File: src/rtl/spq_pkg.sv
package spq_pkg;

   // Fixed widths of the transaction fields and the scale mask.
   localparam int PITCH_W = 14;
   localparam int MASK_W  = 12;
   localparam int SEMI_W  = 8;

   // Internal widths, sized for the largest supported octave range.
   localparam int OCT_W   = 4;
   localparam int BASE_W  = 7;
   localparam int IDX_W   = 4;
   localparam int DIST_W  = 4;

   // Twelve pitch classes per octave; the rounded index may reach twelve.
   localparam logic [IDX_W-1:0] NUM_CLASSES = 4'd12;

   // Largest search distance: six steps reach every class both ways.
   localparam int MAX_DIST = 6;

   // Scale mask after reset: the whole-tone pattern.
   localparam logic [MASK_W-1:0] MASK_RESET = 12'h555;

   // Note handed from the split stages to the search stages.
   typedef struct packed {
      logic [BASE_W-1:0] base;      // octave times twelve
      logic [IDX_W-1:0]  idx;       // rounded semitone within octave, 0..12
      logic              frac_pos;  // pitch lies above the rounded index
   } spq_note_type;

endpackage

File: src/rtl/scale_pitch_quantizer.sv
// Throughput: one transaction per cycle while rsp_ready is high, through four register stages
// (octave count, rounding, mask search, final add).
// A transaction with gate low, or taken while the scale mask is empty, gives no result.
// Reset empties every stage and sets the scale mask to the whole-tone pattern.
module scale_pitch_quantizer #(
   parameter int FRACTION_BITS = 8,
   parameter int OCTAVES       = 5
) (
   input  logic                              clock,
   input  logic                              reset,
   input  logic                              req_valid,
   output logic                              req_ready,
   input  logic                              req_gate,
   input  logic [spq_pkg::PITCH_W-1:0]       req_pitch,
   output logic                              rsp_valid,
   input  logic                              rsp_ready,
   output logic signed [spq_pkg::SEMI_W-1:0] rsp_semitone,
   input  logic                              csr_wr_en,
   input  logic [spq_pkg::MASK_W-1:0]        csr_wr_data
);
   import spq_pkg::*;

   logic [MASK_W-1:0] scale_mask_ff;
   logic              note_valid, note_ready;
   spq_note_type      note;

   // Scale mask register.
   always_ff @(posedge clock) begin
      if (reset) begin
         scale_mask_ff <= MASK_RESET;
      end else if (csr_wr_en) begin
         scale_mask_ff <= csr_wr_data;
      end
   end

   spq_split #(
      .FRACTION_BITS (FRACTION_BITS),
      .OCTAVES       (OCTAVES)
   ) u_split (
      .clock      (clock),
      .reset      (reset),
      .req_valid  (req_valid),
      .req_ready  (req_ready),
      .req_gate   (req_gate),
      .req_pitch  (req_pitch),
      .mask_empty (scale_mask_ff == '0),
      .note_valid (note_valid),
      .note_ready (note_ready),
      .note       (note)
   );

   spq_search u_search (
      .clock        (clock),
      .reset        (reset),
      .note_valid   (note_valid),
      .note_ready   (note_ready),
      .note         (note),
      .scale_mask   (scale_mask_ff),
      .rsp_valid    (rsp_valid),
      .rsp_ready    (rsp_ready),
      .rsp_semitone (rsp_semitone)
   );

endmodule

File: src/rtl/spq_split.sv
module spq_split #(
   parameter int FRACTION_BITS = 8,
   parameter int OCTAVES       = 5
) (
   input  logic                        clock,
   input  logic                        reset,
   input  logic                        req_valid,
   output logic                        req_ready,
   input  logic                        req_gate,
   input  logic [spq_pkg::PITCH_W-1:0] req_pitch,
   input  logic                        mask_empty,
   output logic                        note_valid,
   input  logic                        note_ready,
   output spq_pkg::spq_note_type       note
);
   import spq_pkg::*;

   localparam int unsigned SEMI_ONE  = 1 << FRACTION_BITS;
   localparam int unsigned HALF      = SEMI_ONE >> 1;
   localparam int unsigned OCT_UNITS = 12 * SEMI_ONE;
   localparam int unsigned PITCH_MAX = OCTAVES * OCT_UNITS;
   localparam logic [PITCH_W-1:0] PITCH_CAP =
      (PITCH_MAX > 16383) ? {PITCH_W{1'b1}} : PITCH_W'(PITCH_MAX);

   logic               s1_v_ff, s1_v_in;
   logic [PITCH_W-1:0] s1_pitch_ff;
   logic [OCT_W-1:0]   s1_oct_ff;
   logic               s2_v_ff, s2_v_in;
   spq_note_type       s2_note_ff;
   logic               s1_ready, s2_ready;

   logic [PITCH_W-1:0] pitch_sat;
   logic [OCTAVES-1:0] oct_ge;
   logic [OCT_W-1:0]   oct_c;
   logic [BASE_W-1:0]  base_c;
   logic [PITCH_W-1:0] within_c;
   logic [PITCH_W:0]   round_sum;
   logic [IDX_W-1:0]   idx_c;
   logic [PITCH_W:0]   idx_units;

   // A stage takes new data when it is empty or its content moves on.
   assign s2_ready  = !s2_v_ff || note_ready;
   assign s1_ready  = !s1_v_ff || s2_ready;
   assign req_ready = s1_ready;

   // Stage one: saturate the pitch and count the whole octaves below it.
   always_comb begin
      pitch_sat = (req_pitch > PITCH_CAP) ? PITCH_CAP : req_pitch;
      for (int k = 1; k <= OCTAVES; k++) begin
         oct_ge[k-1] = {{(32-PITCH_W){1'b0}}, pitch_sat} >= 32'(k * OCT_UNITS);
      end
      oct_c = OCT_W'($countones(oct_ge));
   end

   // Stage two: remove the octave, round the note half up, note the fraction sign.
   always_comb begin
      base_c    = BASE_W'({3'b000, s1_oct_ff} << 3) + BASE_W'({3'b000, s1_oct_ff} << 2);
      within_c  = s1_pitch_ff - PITCH_W'({base_c, {FRACTION_BITS{1'b0}}});
      round_sum = {1'b0, within_c} + (PITCH_W + 1)'(HALF);
      idx_c     = IDX_W'(round_sum >> FRACTION_BITS);
      idx_units = (PITCH_W + 1)'({idx_c, {FRACTION_BITS{1'b0}}});
   end

   // Valid bits; a transaction with gate low or an empty mask is dropped here.
   always_comb begin
      s1_v_in = s1_ready ? (req_valid && req_gate && !mask_empty) : s1_v_ff;
      s2_v_in = s2_ready ? s1_v_ff : s2_v_ff;
   end

   always_ff @(posedge clock) begin
      if (reset) begin
         s1_v_ff <= 1'b0;
         s2_v_ff <= 1'b0;
      end else begin
         s1_v_ff <= s1_v_in;
         s2_v_ff <= s2_v_in;
      end
   end

   // Payload registers load whenever their stage advances.
   always_ff @(posedge clock) begin
      if (s1_ready) begin
         s1_pitch_ff <= pitch_sat;
         s1_oct_ff   <= oct_c;
      end
      if (s2_ready) begin
         s2_note_ff.base     <= base_c;
         s2_note_ff.idx      <= idx_c;
         s2_note_ff.frac_pos <= {1'b0, within_c} > idx_units;
      end
   end

   assign note_valid = s2_v_ff;
   assign note       = s2_note_ff;

`ifndef ASSERT_OFF
   a_enter: assert property (@(posedge clock) disable iff (reset)
      req_valid && req_ready && req_gate && !mask_empty |=> s1_v_ff)
      else $error("Gated transaction did not enter stage one.");
`endif

endmodule

File: src/rtl/spq_search.sv
module spq_search (
   input  logic                              clock,
   input  logic                              reset,
   input  logic                              note_valid,
   output logic                              note_ready,
   input  spq_pkg::spq_note_type             note,
   input  logic [spq_pkg::MASK_W-1:0]        scale_mask,
   output logic                              rsp_valid,
   input  logic                              rsp_ready,
   output logic signed [spq_pkg::SEMI_W-1:0] rsp_semitone
);
   import spq_pkg::*;

   logic                     s3_v_ff, s3_v_in;
   logic [SEMI_W-1:0]        s3_sum_ff;
   logic signed [DIST_W-1:0] s3_dist_ff;
   logic                     out_v_ff, out_v_in;
   logic signed [SEMI_W-1:0] out_semi_ff;
   logic                     s3_ready, out_ready;

   logic [IDX_W-1:0]         cls;
   logic [2*MASK_W-1:0]      mask_pair;
   logic [MASK_W-1:0]        rot;
   logic signed [DIST_W-1:0] dist_c;

   assign out_ready  = !out_v_ff || rsp_ready;
   assign s3_ready   = !s3_v_ff || out_ready;
   assign note_ready = s3_ready;

   // Stage three: rotate the mask so the rounded class sits at bit zero,
   // then take the nearest active class, smallest distance first.
   always_comb begin
      cls       = (note.idx == NUM_CLASSES) ? '0 : note.idx;
      mask_pair = {scale_mask, scale_mask} >> cls;
      rot       = mask_pair[MASK_W-1:0];
      dist_c    = '0;
      for (int d = MAX_DIST; d >= 1; d--) begin
         if (rot[d] && rot[MASK_W-d]) begin
            dist_c = note.frac_pos ? DIST_W'(d) : DIST_W'(-d);
         end else if (rot[d]) begin
            dist_c = DIST_W'(d);
         end else if (rot[MASK_W-d]) begin
            dist_c = DIST_W'(-d);
         end
      end
      if (rot[0]) begin
         dist_c = '0;
      end
   end

   always_comb begin
      s3_v_in  = s3_ready ? note_valid : s3_v_ff;
      out_v_in = out_ready ? s3_v_ff : out_v_ff;
   end

   always_ff @(posedge clock) begin
      if (reset) begin
         s3_v_ff  <= 1'b0;
         out_v_ff <= 1'b0;
      end else begin
         s3_v_ff  <= s3_v_in;
         out_v_ff <= out_v_in;
      end
   end

   // Stage four adds the signed distance to octave base plus index.
   always_ff @(posedge clock) begin
      if (s3_ready) begin
         s3_sum_ff  <= SEMI_W'(note.base) + SEMI_W'(note.idx);
         s3_dist_ff <= dist_c;
      end
      if (out_ready) begin
         out_semi_ff <= $signed(s3_sum_ff)
                        + {{(SEMI_W-DIST_W){s3_dist_ff[DIST_W-1]}}, s3_dist_ff};
      end
   end

   assign rsp_valid    = out_v_ff;
   assign rsp_semitone = out_semi_ff;

`ifndef ASSERT_OFF
   a_dist_range: assert property (@(posedge clock) disable iff (reset)
      s3_v_ff |-> (s3_dist_ff <= 4'sd6) && (s3_dist_ff >= -4'sd6))
      else $error("Search distance out of range.");
   a_s3_hold: assert property (@(posedge clock) disable iff (reset)
      s3_v_ff && out_v_ff && !rsp_ready |=> s3_v_ff)
      else $error("Stage three lost a transaction under stall.");
   a_s3_load: assert property (@(posedge clock) disable iff (reset)
      note_valid && note_ready |=> s3_v_ff)
      else $error("Accepted note missing from stage three.");
`endif

endmodule

File: config.mk
export PLATFORM = sky130hd
export DESIGN_NAME = scale_pitch_quantizer
export DESIGN_NICKNAME = d
export VERILOG_FILES = /design/src/rtl/spq_pkg.sv /design/src/rtl/scale_pitch_quantizer.sv /design/src/rtl/spq_split.sv /design/src/rtl/spq_search.sv
export SDC_FILE = /design/constraint.sdc
export NUM_CORES = 1
export LEC_CHECK = 0
export BUFFER_PORTS_ARGS = -buffer_cell sky130_fd_sc_hd__buf_2
export CORE_ASPECT_RATIO = 1.75
export CORE_MARGIN = 5
export CORE_UTILIZATION = 54
export CTS_CLUSTER_DIAMETER = 100
export DETAILED_ROUTE_END_ITERATION = 10
export GPL_ROUTABILITY_DRIVEN = 1
export PLACE_DENSITY = 0.83
export SKIP_CTS_REPAIR_TIMING = 1
export SLEW_MARGIN = 20
export SYNTH_ARGS = -nofsm -noshare
export SYNTH_HDL_FRONTEND = slang
export SYNTH_HIERARCHICAL = 1
export SYNTH_SLANG_ARGS = --single-unit
export TNS_END_PERCENT = 20
File: constraint.sdc
create_clock -name clock -period 2.5 [get_ports clock]
set_input_delay 0.125 -clock clock [delete_from_list [all_inputs] [get_ports clock]]
set_output_delay 0.125 -clock clock [all_outputs]
set_load 0.02 [all_outputs]
**Word level (Yosys, flattened, before mapping)**

Cells that the tools add are included.

- Register bits after elaboration: 66
- Bits in latches: 0
- Bits in writable memories: 0
- Memory bits (read-only): 0
- Input bits: 32
- Output and inout port bits: 10
- Word-level logic and storage cells: 72
- Memories: 0

- Add/subtract/negate cells: 9
- Multiply operators: 0
- Div/mod/pow operators: 0
- $lt $le $gt $ge: 7
- Eq/ne operators: 1
- Shift operators: 1
- Muxes and demuxes: 24
- Bitwise gates (word level): 0
- Reductions and logical operators: 17

Operator list:

| operator | count |
|---|---|
| 2-to-1 mux 4 bit | 23 |
| greater-or-equal comparator 14 bit, second input constant | 3 |
| right shift 24 x 4 -> 12 bit | 1 |
| greater-or-equal comparator 14 x 12 -> 1 bit, second input constant | 1 |
| greater-or-equal comparator 14 x 13 -> 1 bit, second input constant | 1 |
| greater-than comparator 14 x 12 -> 1 bit | 1 |
| greater-than comparator 14 bit, second input constant | 1 |
| 2-to-1 mux 14 bit | 1 |
| subtractor 14 bit | 1 |
| adder 12 x 8 -> 12 bit, second input constant | 1 |
| logical NOT 12 bit | 1 |
| adder 7 x 4 -> 8 bit | 1 |
| adder 8 bit | 1 |
| adder 7 x 6 -> 7 bit | 1 |
| logical AND 1 bit | 7 |
| logical NOT 1 bit | 5 |
| adder 1 x 1 -> 2 bit | 2 |
| adder 4 x 1 -> 4 bit | 1 |
| adder 4 bit | 1 |
| == test 4 bit, second input constant | 1 |
| logical OR 1 bit | 4 |

**Logic depth before layout (Yosys ltp)**

Gate-level depths: netlist of run 1.

- Depth after elaboration: 19
- Gate-level depth with buffers: 9

**Hierarchy**

Netlist of run 1, hierarchy kept.

Modules (own cells, without submodules):

| module | instances | cells an instance | area each (um2) | sequential area each (um2) |
|---|---|---|---|---|
| spq_search | 1 | 206 | 2243.4 | 640.6 |
| spq_split | 1 | 109 | 1447.6 | 850.8 |
| scale_pitch_quantizer | 1 | 43 | 469.2 | 240.2 |

**Least setup slack after synthesis of run 1**

OpenSTA, ideal clock, no wires.

- Kind: reg-to-reg
- From: reg u_split.s2_note_ff (netlist bit u_split/note[1])
- To: reg u_search.s3_dist_ff[2] (data pin)
- Setup time: 0.261 ns
- Data arrival time: 2.160 ns
- Required time: 2.239 ns
- Slack: 0.079 ns
- Cell stages (with the launch flop): 9
- Clock period less this slack: 2.421 ns
- Cell sequence: edfxtp_1 > buf_6 > mux4_1 > mux2_2 > nor2_1 > a31oi_1 > and2b_1 > a41oi_1 > o311a_1

- Word-level cells in the longest chain between the ends: 19
- Elaborated cells between the ends (all ways): 24
- Those cells by class: 1 x eq/ne; 1 x shift; 17 x mux; 5 x reduce/logical

Ends and longest elaborated chain:

| element | line | text |
|---|---|---|
| start, declared | spq_split.sv:29 | `spq_note_type s2_note_ff;` |
| == test 4 bit | spq_search.sv:33 | `cls = (note.idx == NUM_CLASSES) ? '0 : note.idx;` |
| 2-to-1 mux 4 bit * | spq_search.sv:33 |  |
| right shift 24 x 4 -> 12 bit * | spq_search.sv:34 | `mask_pair = {scale_mask, scale_mask} >> cls;` |
| 2-to-1 mux 4 bit | spq_search.sv:38 | `if (rot[d] && rot[MASK_W-d]) begin` |
| 2-to-1 mux 4 bit | spq_search.sv:42 | `end else if (rot[MASK_W-d]) begin` |
| 2-to-1 mux 4 bit | spq_search.sv:40 | `end else if (rot[d]) begin` |
| 2-to-1 mux 4 bit | spq_search.sv:38 |  |
| 2-to-1 mux 4 bit | spq_search.sv:42 |  |
| [... 3 more ...] | - |  |
| 2-to-1 mux 4 bit | spq_search.sv:40 |  |
| 2-to-1 mux 4 bit | spq_search.sv:38 |  |
| 2-to-1 mux 4 bit | spq_search.sv:42 |  |
| 2-to-1 mux 4 bit | spq_search.sv:40 |  |
| 2-to-1 mux 4 bit | spq_search.sv:38 |  |
| 2-to-1 mux 4 bit | spq_search.sv:42 |  |
| 2-to-1 mux 4 bit | spq_search.sv:40 |  |
| 2-to-1 mux 4 bit | spq_search.sv:38 |  |
| end signal, assigned | spq_search.sv:70 | `s3_dist_ff <= dist_c;` |
| end, declared | spq_search.sv:16 | `logic signed [DIST_W-1:0] s3_dist_ff;` |

Every way passes the cells marked *; elsewhere a longest branch is shown, timed or not.
A chain may end at the register's enable or synchronous reset.

**Worst setup path in the final report of run 1**

- From: reg u_split.s2_note_ff (netlist bit u_split/note[1])
- To: reg u_search.s3_dist_ff[1] (data pin)

The elaborated chain is that of the path after synthesis.

==> flow_metrics.py, run 1 <==
metrics = {
    "pwr": {
        "pwr-share-seq_pct": 31.4,
        "vdd_drop_max_uv": 583,
        "pwr-share-comb_pct": 45.6,
        "p_int_mw": 3.34,
        "power.density_nw_per_um2": 1060,
        "power.leakage_nw": 2.11,
        "switchingPower_mw": 1.83,
        "clkPwrFrac_pct": 23.0,
        "swShare_pct": 35.4,
    },
    "setup_path": {
        "critPathTopFamily": "multiplexers",
        "path_class": "reg2reg",
        "path_cells": "buf_6 > mux4_2 > mux2_2 > mux2i_2 > nor2_1 > o21ai_1 > nand3b_1 > a41oi_1",
        "slowest_stage": "mux4_2",
        "cp_max_fo": 5,
        "ff2ff_setup_slack_ns": -0.007,
        "slowest_delay_ns": 0.52,
        "startpoint_type": "flip-flop",
        "cp.arrival_ns": 2.67,
        "cp.required_ns": 2.66,
        "path_buf_inv": 1,
        "worstSetupEndpointType": "flip-flop",
    },
    "route": {
        "drtPass1Iterations": 4,
        "vias_per_cell": 5.89,
        "totalWireLength_mm": 8.94,
        "wire_per_inst_um": 17.5,
        "vias": 3010,
        "drt_iter0_markers": 176,
        "detail-route-antenna-nets": 0,
        "drc": 0,
    },
    "placed_design": {
        "io_buffers": 41,
        "place.gp.congestion": 0.901,
        "post-dp-hpwl_mm": 6.49,
        "post-place-ws_ns": -0.0251,
    },
    "status": {
        "status": "complete, but fails checks",
        "failed_checks": "setup timing",
    },
    "final_layout": {
        "fin_util_pct": 64.7,
        "nets": 477,
        "antenna_cells": 0,
        "final_layout_size_suffix_gt1_share_pct": 29.1,
        "area_growth_pct": 17.7,
    },
    "clock_tree": {
        "numCtsBuffers": 9,
        "path_clk_slew_ns": 0.05,
        "h-tree-depth": 3,
        "clk_latency_ns": 0.33,
        "cts_tree": "done",
        "root_buffer": "clkbuf_16",
        "cts_sinks": 63,
        "clock_path_buffers": 2,
    },
    "timing": {
        "drv_slew": 0,
        "timing.final.ws_setup_ns": -0.00664,
        "setup-tns-final_ns": -0.00664,
        "max_slew.worst_pin.slew_ns": 0.710,
        "finalCriticalPeriod_ns": 2.51,
        "max_freq_mhz": 399,
        "setup_viol": 1,
        "grt_setup_unrepaired": "yes",
        "finalHoldWorstSlack_ns": 0.00353,
        "hold_violations": 0,
        "fin_skew_ns": 0.00724,
        "relSlewSlack_pct": 52.6,
        "period_share_pct": 100,
    },
    "floorplanning": {
        "die_width_um": 76.4,
        "core-area_um2": 7570,
        "start_util_pct": 55.0,
        "die_area_um2": 9630,
        "die_h_um": 126,
        "io_pins": 42,
        "num_rows": 42,
    },
    "logic_synthesis": {
        "yosysTopAreaCellShare_pct": 33.9,
        "synth_ff_type": "edfxtp_1",
        "yosysTopAreaCell": "edfxtp_1",
        "ys_warn_count": 6,
        "avgSynthCellArea_um2": 11.6,
        "yosysSeqAreaShare_pct": 41.6,
        "synth_edf_count": 47,
        "synthTopCellsByArea": "edfxtp_1 (34%), dfxtp_1 (7.7%), ha_1 (6.3%)",
        "yosys-top-cells-count": "edfxtp_1 (47), inv_1 (24), ha_1 (21), nand2_1 (21), nor2_1 (21)",
        "ys_ff_latch": 63,
        "yosysMostFrequentCell": "edfxtp_1",
        "ys_types": 57,
        "netlist_area_um2": 4160,
        "synth_cells": 358,
        "async_flop_share_pct": 0,
    },
    "grt": {
        "grtUsageMet1_pct": 15.0,
        "met2_usage_pct": 34.6,
        "grt_max_degree": 20,
        "grt-ovfl-total": 0,
        "grt_pass1_wl_mm": 13.7,
        "grt_pass1_vias": 3110,
        "grt_util_met3_pct": 4.57,
        "antenna_found_initial": 0,
        "grt_busiest_layer": "met2",
        "grt_util_all_layers_pct": 17.9,
    },
    "hold_path": {
        "min_path_type": "in2reg",
    },
    "job": {
        "max_cap_violations": 0,
    },
}
power groups by stage:
stage	Sequential (mW)	Clock (mW)	Combinational, mW
finish	1.62	1.19	2.36
global route	1.66	1.25	2.55
CTS	1.62	1.22	2.11
detailed placement	1.64	0	2.08
global placement	1.62	0	1.99
floorplan	1.67	0	1.53
routing by layer:
layer | share of wire [%] | vias up
met4 | 5.0 | 0
met2 | 59 | 93
met5 | 0 | -
met3 | 4.3 | 34
met1 | 32 | 1453
li1 | - | 1430
per-stage QoR:
step	instances	area (um^2)	power, mW
after floorplan	359	4160	3.21
after global placement	489	4470	3.61
after detailed placement	489	4470	3.73
after CTS	505	4750	4.95
after global routing	511	4900	5.46
final	511	4900	5.18
area by class of cell:
class | count | area, um^2
multi-input combinational | 253 | 2260
timing repair buffer | 66 | 415
sequential | 63 | 1730
clock buffer | 11 | 233
clock inverter | 5 | 51.3
tap | 88 | 110
fill | 574 | 2670
inverter | 25 | 93.8
path summary, 6_finish.rpt:
kind / start / endpoint / cells after the start
worst max register to register: u_split/note[1]$_DFFE_PP_ / u_search/s3_dist_ff[1]$_SDFFCE_PP0P_ / 8
worst min-delay path: csr_wr_data[8] / scale_mask_ff[8]$_SDFFE_PP1P_ / 2
worst max-delay path: u_split/note[1]$_DFFE_PP_ / u_search/s3_dist_ff[1]$_SDFFCE_PP0P_ / 8
worst min register to register: u_split/s1_v_ff$_SDFFE_PP0P_ / u_split/note_valid$_SDFFE_PP0P_ / 2
cell families after synthesis:
family	count (synthesis)	share of synthesized area [%]
and+or+nand+nor	98	12.5
AOI/OAI and AO/OA	69	11.2
DFF	63	41.6
buffers and inverters	43	6.01
muxes	38	15.4
adders and majority gates	27	9.20
xor gates and xnor gates	19	4.00
other	1	0.0901
cell usage in the layout (no fill, tap or decap), types with 4 or more instances in the layout:
master	n
mux2_2	5
xor2_1	8
mux2i_1	10
nand3b_1	4
o21ai_0	9
buf_6	6
a21o_1	8
buf_2	41
nor2b_1	14
inv_1	24
edfxtp_1	47
fa_1	6
buf_4	19
nor2_1	20
nand2_1	21
xnor2_1	10
nor4_1	7
a21oi_1	13
and2_1	10
dfxtp_1	16
ha_1	21
clkbuf_16	9
and3_1	4
mux4_2	13
a211o_1	7
worst register-to-register path: stages (launching register included):
cell and delay, ns:
edfxtp_1 0.46, buf_6 0.17, mux4_2 0.52, mux2_2 0.30, mux2i_2 0.24, nor2_1 0.08, o21ai_1 0.23, nand3b_1 0.13
a41oi_1 0.21
registers in the layout, summed over array words and instances, names as in the netlist:
name and flops:
u_split/s1_oct_ff 3, u_search/s3_sum_ff 8, u_split/note 10, u_search/rsp_semitone 8, u_split/s1_v_ff 1, u_split/note_valid 1
u_search/rsp_valid 1, u_search/s3_v_ff 1, u_search/s3_dist_ff 4, scale_mask_ff 12, u_split/s1_pitch_ff 14
Note: power is estimated with default switching activity, not from simulation.
==> run 2: changes to the inputs <==
- ABC_AREA: not set -> 1
==> run 2 against run 1 <==
Net effect: the flow now finishes without violations; critical path depth is 2 higher; via count increased by 12%; first-iteration DRC count fell by 12%; design area down 5.5%; flip-flop and latch count unchanged; clock power hardly changed; non-clock buffer count fell by 20; utilization is 2.7 points lower; total power is 3.4% lower; critical path type unchanged; highest routed layer unchanged.
==> flow_metrics.py, run 2 <==
metrics = {
    "final_layout": {
        "fin_util_pct": 62.0,
        "final_common_cell": "nand2_1",
        "largest_reg_flops": 14,
        "final_area_um2": 4630,
        "antenna_cells": 0,
        "top_register": "u_split/s1_pitch_ff",
        "layout_common_cells": "nand2_1 (120), inv_1 (63), nand3_1 (62)",
        "area_growth_pct": 13.1,
        "nets": 603,
        "final_layout_size_suffix_gt1_share_pct": 15.8,
    },
    "placed_design": {
        "place.gp.congestion": 0.925,
        "io_buffers": 41,
        "post-dp-hpwl_mm": 6.52,
        "place_area_um2": 4320,
    },
    "setup_path": {
        "path_class": "reg2reg",
        "timing.rr.start": "u_split/s1_oct_ff[0]$_DFFE_PP_",
        "path_buf_inv": 1,
        "slowest_stage": "fa_1",
        "cpMostUsedCell": "nand2_1",
        "worstSetupEndpointType": "flip-flop",
        "cp.arrival_ns": 2.39,
        "critPathTopFamily": "adder cells",
        "ff2ff_setup_slack_ns": 0.19,
        "path_cells": "ha_1 > fa_1 > inv_1 > ha_1 > nand2_1 > nand2_1 > nor2_1 > nand3_1 > nand2_1 > nand3_1",
        "cp_max_fo": 3,
        "startpoint_type": "flip-flop",
        "worst_r2r_path_depth": 10,
        "r2r_end": "u_split/note[0]$_DFFE_PP_",
        "slowest_delay_ns": 0.50,
        "cp.required_ns": 2.58,
    },
    "logic_synthesis": {
        "ys_warn_count": 6,
        "async_flop_share_pct": 0,
        "synth_cells": 502,
        "yosysTopAreaCellShare_pct": 34.5,
        "synth_ff_type": "edfxtp_1",
        "avgSynthCellArea_um2": 8.15,
        "yosysSeqAreaShare_pct": 42.3,
        "yosysTopAreaCell": "edfxtp_1",
        "ys_types": 40,
        "netlist_area_um2": 4090,
        "yosys-top-cells-count": "nand2_1 (120), inv_1 (64), nand3_1 (62), edfxtp_1 (47), nor2_1 (42)",
        "synthTopCellsByArea": "edfxtp_1 (34%), nand2_1 (11%), dfxtp_1 (7.8%)",
        "synth_edf_count": 47,
        "yosysMostFrequentCell": "nand2_1",
        "ys_ff_latch": 63,
    },
    "pwr": {
        "power.density_nw_per_um2": 1080,
        "vdd_drop_max_uv": 543,
        "power.leakage_nw": 2.24,
    },
    "status": {
        "status": "finished clean",
    },
    "timing": {
        "drv_slew": 0,
        "max_slew.worst_pin.slew_ns": 0.868,
        "relSlewSlack_pct": 42.0,
        "hold_violations": 0,
        "finalHoldWorstSlack_ns": 0.00890,
        "max_freq_mhz": 433,
        "setup_viol": 0,
        "period_share_pct": 92.5,
        "fin_skew_ns": 0.00559,
        "finalCriticalPeriod_ns": 2.31,
    },
    "grt": {
        "antenna_found_initial": 0,
        "grt_pass1_wl_mm": 13.7,
        "grt_pass1_vias": 3379,
        "grt-ovfl-total": 0,
        "grt_util_all_layers_pct": 18.7,
        "grt_max_degree": 20,
    },
    "clock_tree": {
        "root_buffer": "clkbuf_16",
        "cts_tree": "done",
        "clock_path_buffers": 2,
        "clk_latency_ns": 0.33,
        "numCtsBuffers": 9,
        "h-tree-depth": 3,
        "path_clk_slew_ns": 0.05,
        "cts_sinks": 63,
    },
    "floorplanning": {
        "die_h_um": 125,
        "start_util_pct": 54.8,
        "die_area_um2": 9490,
        "die_width_um": 75.8,
        "num_rows": 42,
        "core-area_um2": 7460,
        "io_pins": 42,
    },
    "hold_path": {
        "holdPathStages": 3,
        "min_path_type": "in2reg",
        "min_to": "scale_mask_ff[2]$_SDFFE_PP1P_",
        "worstHoldStart": "csr_wr_data[2]",
    },
    "route": {
        "wire_per_inst_um": 12.9,
        "vias_per_cell": 5.27,
        "vias": 3360,
        "drt_iter0_markers": 155,
        "drtPass1Iterations": 4,
        "detail-route-antenna-nets": 0,
        "totalWireLength_mm": 8.20,
        "drc": 0,
    },
    "job": {
        "max_cap_violations": 0,
    },
}
==> run 2: cell count changes in the layout (fill, tap and decap cells not counted), moves of 14 or more <==
cell / change
buf_4: -15
nor2b_1: -14
nor2_1: +22
inv_1: +39
nand3_1: +60
nand2_1: +99
==> run 2: worst reg2reg max path, cell delays in order, from the launching register on <==
cell      delay (ns)
edfxtp_1        0.43
ha_1            0.24
fa_1            0.50
inv_1           0.05
ha_1            0.32
nand2_1         0.08
nand2_1         0.05
nor2_1          0.14
nand3_1         0.09
nand2_1         0.08
nand3_1         0.07
==> run 2: where the power goes <==
part           leakage, nW  switching (mW)  internal, mW
Clock                0.140           0.423         0.792
Sequential           0.642           0.133          1.47
Combinational         1.46            1.37         0.809
==> run 2: metal layers <==
layer  vias up  GRT usage, %  wire length, um
li1       1731             -                -
met1      1521          17.5             2870
met2        85          34.9             4670
met3        23          4.50              357
met4         0          9.27              291
met5         -             0                0
==> run 2: how the worst max path moves through the flow <==
stage	startpoint	end	depth (start not counted)
final	u_split/s1_oct_ff[0]$_DFFE_PP_	u_split/note[0]$_DFFE_PP_	10
after global routing	u_split/note[1]$_DFFE_PP_	u_search/s3_dist_ff[2]$_SDFFCE_PP0P_	18
after CTS	u_split/s1_oct_ff[1]$_DFFE_PP_	u_split/note[0]$_DFFE_PP_	10
after detailed placement	u_split/s1_oct_ff[1]$_DFFE_PP_	u_split/note[0]$_DFFE_PP_	10
after global placement	u_split/note[2]$_DFFE_PP_	u_search/s3_dist_ff[3]$_SDFFCE_PP0P_	18
after floorplan	u_split/s1_oct_ff[1]$_DFFE_PP_	u_split/note[0]$_DFFE_PP_	10
==> run 2: final cells by class <==
class	instances	area, um^2
clock inverter	4	46.3
clock buffer	12	246
inverter	70	267
timing repair buffer	46	246
sequential	63	1730
fill	617	2840
multi-input combinational	354	1980
tap	88	110
==> run 2: stage by stage <==
step                std cells  setup slack [ns]  power, mW  setup TNS, ns
finish                    637             0.188       5.00              0
global route              637           -0.0286       5.41        -0.0286
CTS                       636             0.119       5.03              0
detailed placement        620             0.133       3.78              0
global placement          620             0.237       3.67              0
floorplan                 503             0.327       3.33              0
==> run 2: cells by family after synthesis <==
family                     synth area share [%]
and+or+nand+nor                            26.3
buffers and inverters                      9.39
AOI/OAI and AO/OA                          9.33
DFF                                        42.3
adders and majority gates                  9.36
xor gates and xnor gates                   3.21
other                                    0.0917
==> run 3: changes to the inputs <==
- REMOVE_ABC_BUFFERS: not set -> 1
==> run 3 against run 2 <==
Net effect: worst setup slack worse by 0.016 ns; fmax down 0.70%; first-iteration DRC count increased by 17%; die area unchanged; global-route usage increased by 0.43 points; critical endpoint unchanged.
==> flow_metrics.py, run 3 (same netlist as run 2, synthesis figures left out) <==
metrics = {
    "final_layout": {
        "layout_common_cells": "nand2_1 (120), inv_1 (63), nand3_1 (62)",
        "area_growth_pct": 13.5,
        "fill_cells": 630,
        "antenna_cells": 0,
        "fin_util_pct": 62.2,
        "final_area_um2": 4640,
        "register_area_um2": 1730,
        "largest_reg_flops": 14,
        "multi_input_area_um2": 1980,
        "final_common_cell": "nand2_1",
        "final_layout_size_suffix_gt1_share_pct": 16.2,
        "nets": 603,
        "top_register": "u_split/s1_pitch_ff",
    },
    "timing": {
        "max_freq_mhz": 430,
        "setup_viol": 0,
        "setup-tns-final_ns": 0,
        "grt_setup_unrepaired": "no",
        "period_share_pct": 93.1,
        "timing.final.ws_setup_ns": 0.172,
        "drv_slew": 0,
        "hold_violations": 0,
        "relSlewSlack_pct": 43.1,
        "finalCriticalPeriod_ns": 2.33,
        "fin_skew_ns": 0.00476,
        "max_slew.worst_pin.slew_ns": 0.851,
    },
    "clock_tree": {
        "root_buffer": "clkbuf_16",
        "path_clk_slew_ns": 0.05,
        "h-tree-depth": 3,
        "cts_tree": "done",
        "numCtsBuffers": 9,
        "cts_sinks": 63,
        "clk_latency_ns": 0.33,
        "clock_path_buffers": 2,
    },
    "route": {
        "vias": 3350,
        "drc": 0,
        "totalWireLength_mm": 8.08,
        "vias_per_cell": 5.26,
        "wire_per_inst_um": 12.7,
        "drtPass1Iterations": 4,
        "drt_iter0_markers": 181,
        "detail-route-antenna-nets": 0,
    },
    "status": {
        "status": "finished clean",
    },
    "hold_path": {
        "min_path_type": "in2reg",
        "holdPathStages": 3,
    },
    "setup_path": {
        "path_class": "reg2reg",
        "crit_cells": 10,
        "worstSetupEndpointType": "flip-flop",
        "startpoint_type": "flip-flop",
        "worst_r2r_path_depth": 10,
        "path_cells": "ha_1 > fa_1 > inv_1 > ha_1 > nand2_1 > nand2_1 > nor2_1 > nand3_1 > nand2_1 > nand3_1",
        "slowest_delay_ns": 0.50,
        "cp.required_ns": 2.58,
        "cpMostUsedCell": "nand2_1",
        "path_buf_inv": 1,
        "critPathTopFamily": "adder cells",
        "cp_max_fo": 4,
        "cp.arrival_ns": 2.41,
        "slowest_stage": "fa_1",
    },
    "floorplanning": {
        "start_util_pct": 54.8,
        "num_rows": 42,
        "core-area_um2": 7460,
        "io_pins": 42,
        "die_area_um2": 9490,
        "die_width_um": 75.8,
        "die_h_um": 125,
    },
    "grt": {
        "grt_util_all_layers_pct": 19.1,
        "grt_pass1_wl_mm": 14.0,
        "antenna_found_initial": 0,
        "grt_max_degree": 20,
        "grt-ovfl-total": 0,
        "grt_pass1_vias": 3389,
    },
    "placed_design": {
        "place.gp.congestion": 0.937,
        "io_buffers": 41,
        "post-dp-hpwl_mm": 6.41,
        "post-place-ws_ns": 0.204,
        "place_area_um2": 4320,
    },
    "pwr": {
        "vdd_drop_max_uv": 632,
        "power.total_mw": 5.06,
        "power.leakage_nw": 2.25,
        "power.density_nw_per_um2": 1090,
    },
    "job": {
        "max_cap_violations": 0,
    },
}
==> run 3: worst paths after layout <==
| path | from | end | slack, ns |
|---|---|---|---|
| hold / removal | csr_wr_data[10] | scale_mask_ff[10]$_SDFFE_PP1P_ | 0.02 |
| hold reg to reg | u_split/s1_v_ff$_SDFFE_PP0P_ | u_split/note_valid$_SDFFE_PP0P_ | 0.45 |
| setup reg to reg | u_split/s1_oct_ff[1]$_DFFE_PP_ | u_split/note[0]$_DFFE_PP_ | 0.17 |
| setup / recovery | u_split/s1_oct_ff[1]$_DFFE_PP_ | u_split/note[0]$_DFFE_PP_ | 0.17 |
==> run 3: metrics by stage <==
stage / hold slack (ns) / std cells
after floorplan: 0.194 / 487
after global placement: 0.342 / 620
after detailed placement: 0.355 / 620
after CTS: 0.00882 / 636
after global routing: 0.00970 / 637
final: 0.0186 / 637
==> run 3: where the power goes <==
group / internal (mW) / total [mW] / switching, mW
sequential: 1.47 / 1.61 / 0.136
clock: 0.868 / 1.30 / 0.435
combinational: 0.803 / 2.15 / 1.35
total: 3.14 / 5.06 / 1.92
==> run 3: per-layer routing <==
metal / track usage [%] / up-vias / wire [um]
li1: - / 1721 / -
met1: 19.0 / 1498 / 2770
met2: 33.7 / 98 / 4560
met3: 5.30 / 33 / 416
met4: 10.4 / 0 / 336
met5: 0 / - / 0
==> run 3: area by class of cell <==
type | instances | area share [%]
clock buffers | 10 | 4.93
clock inverters | 6 | 1.83
inverters | 70 | 5.74
multi-input cells | 354 | 42.6
flip-flops and latches | 63 | 37.3
well taps | 88 | 2.37
repair buffers | 46 | 5.23
==> run 3: tightest hold or removal path, delay by kind of cell <==
kind / cells / cell delay, ns
compound gates: 2 / 0.11
buf+inv: 1 / 0.08
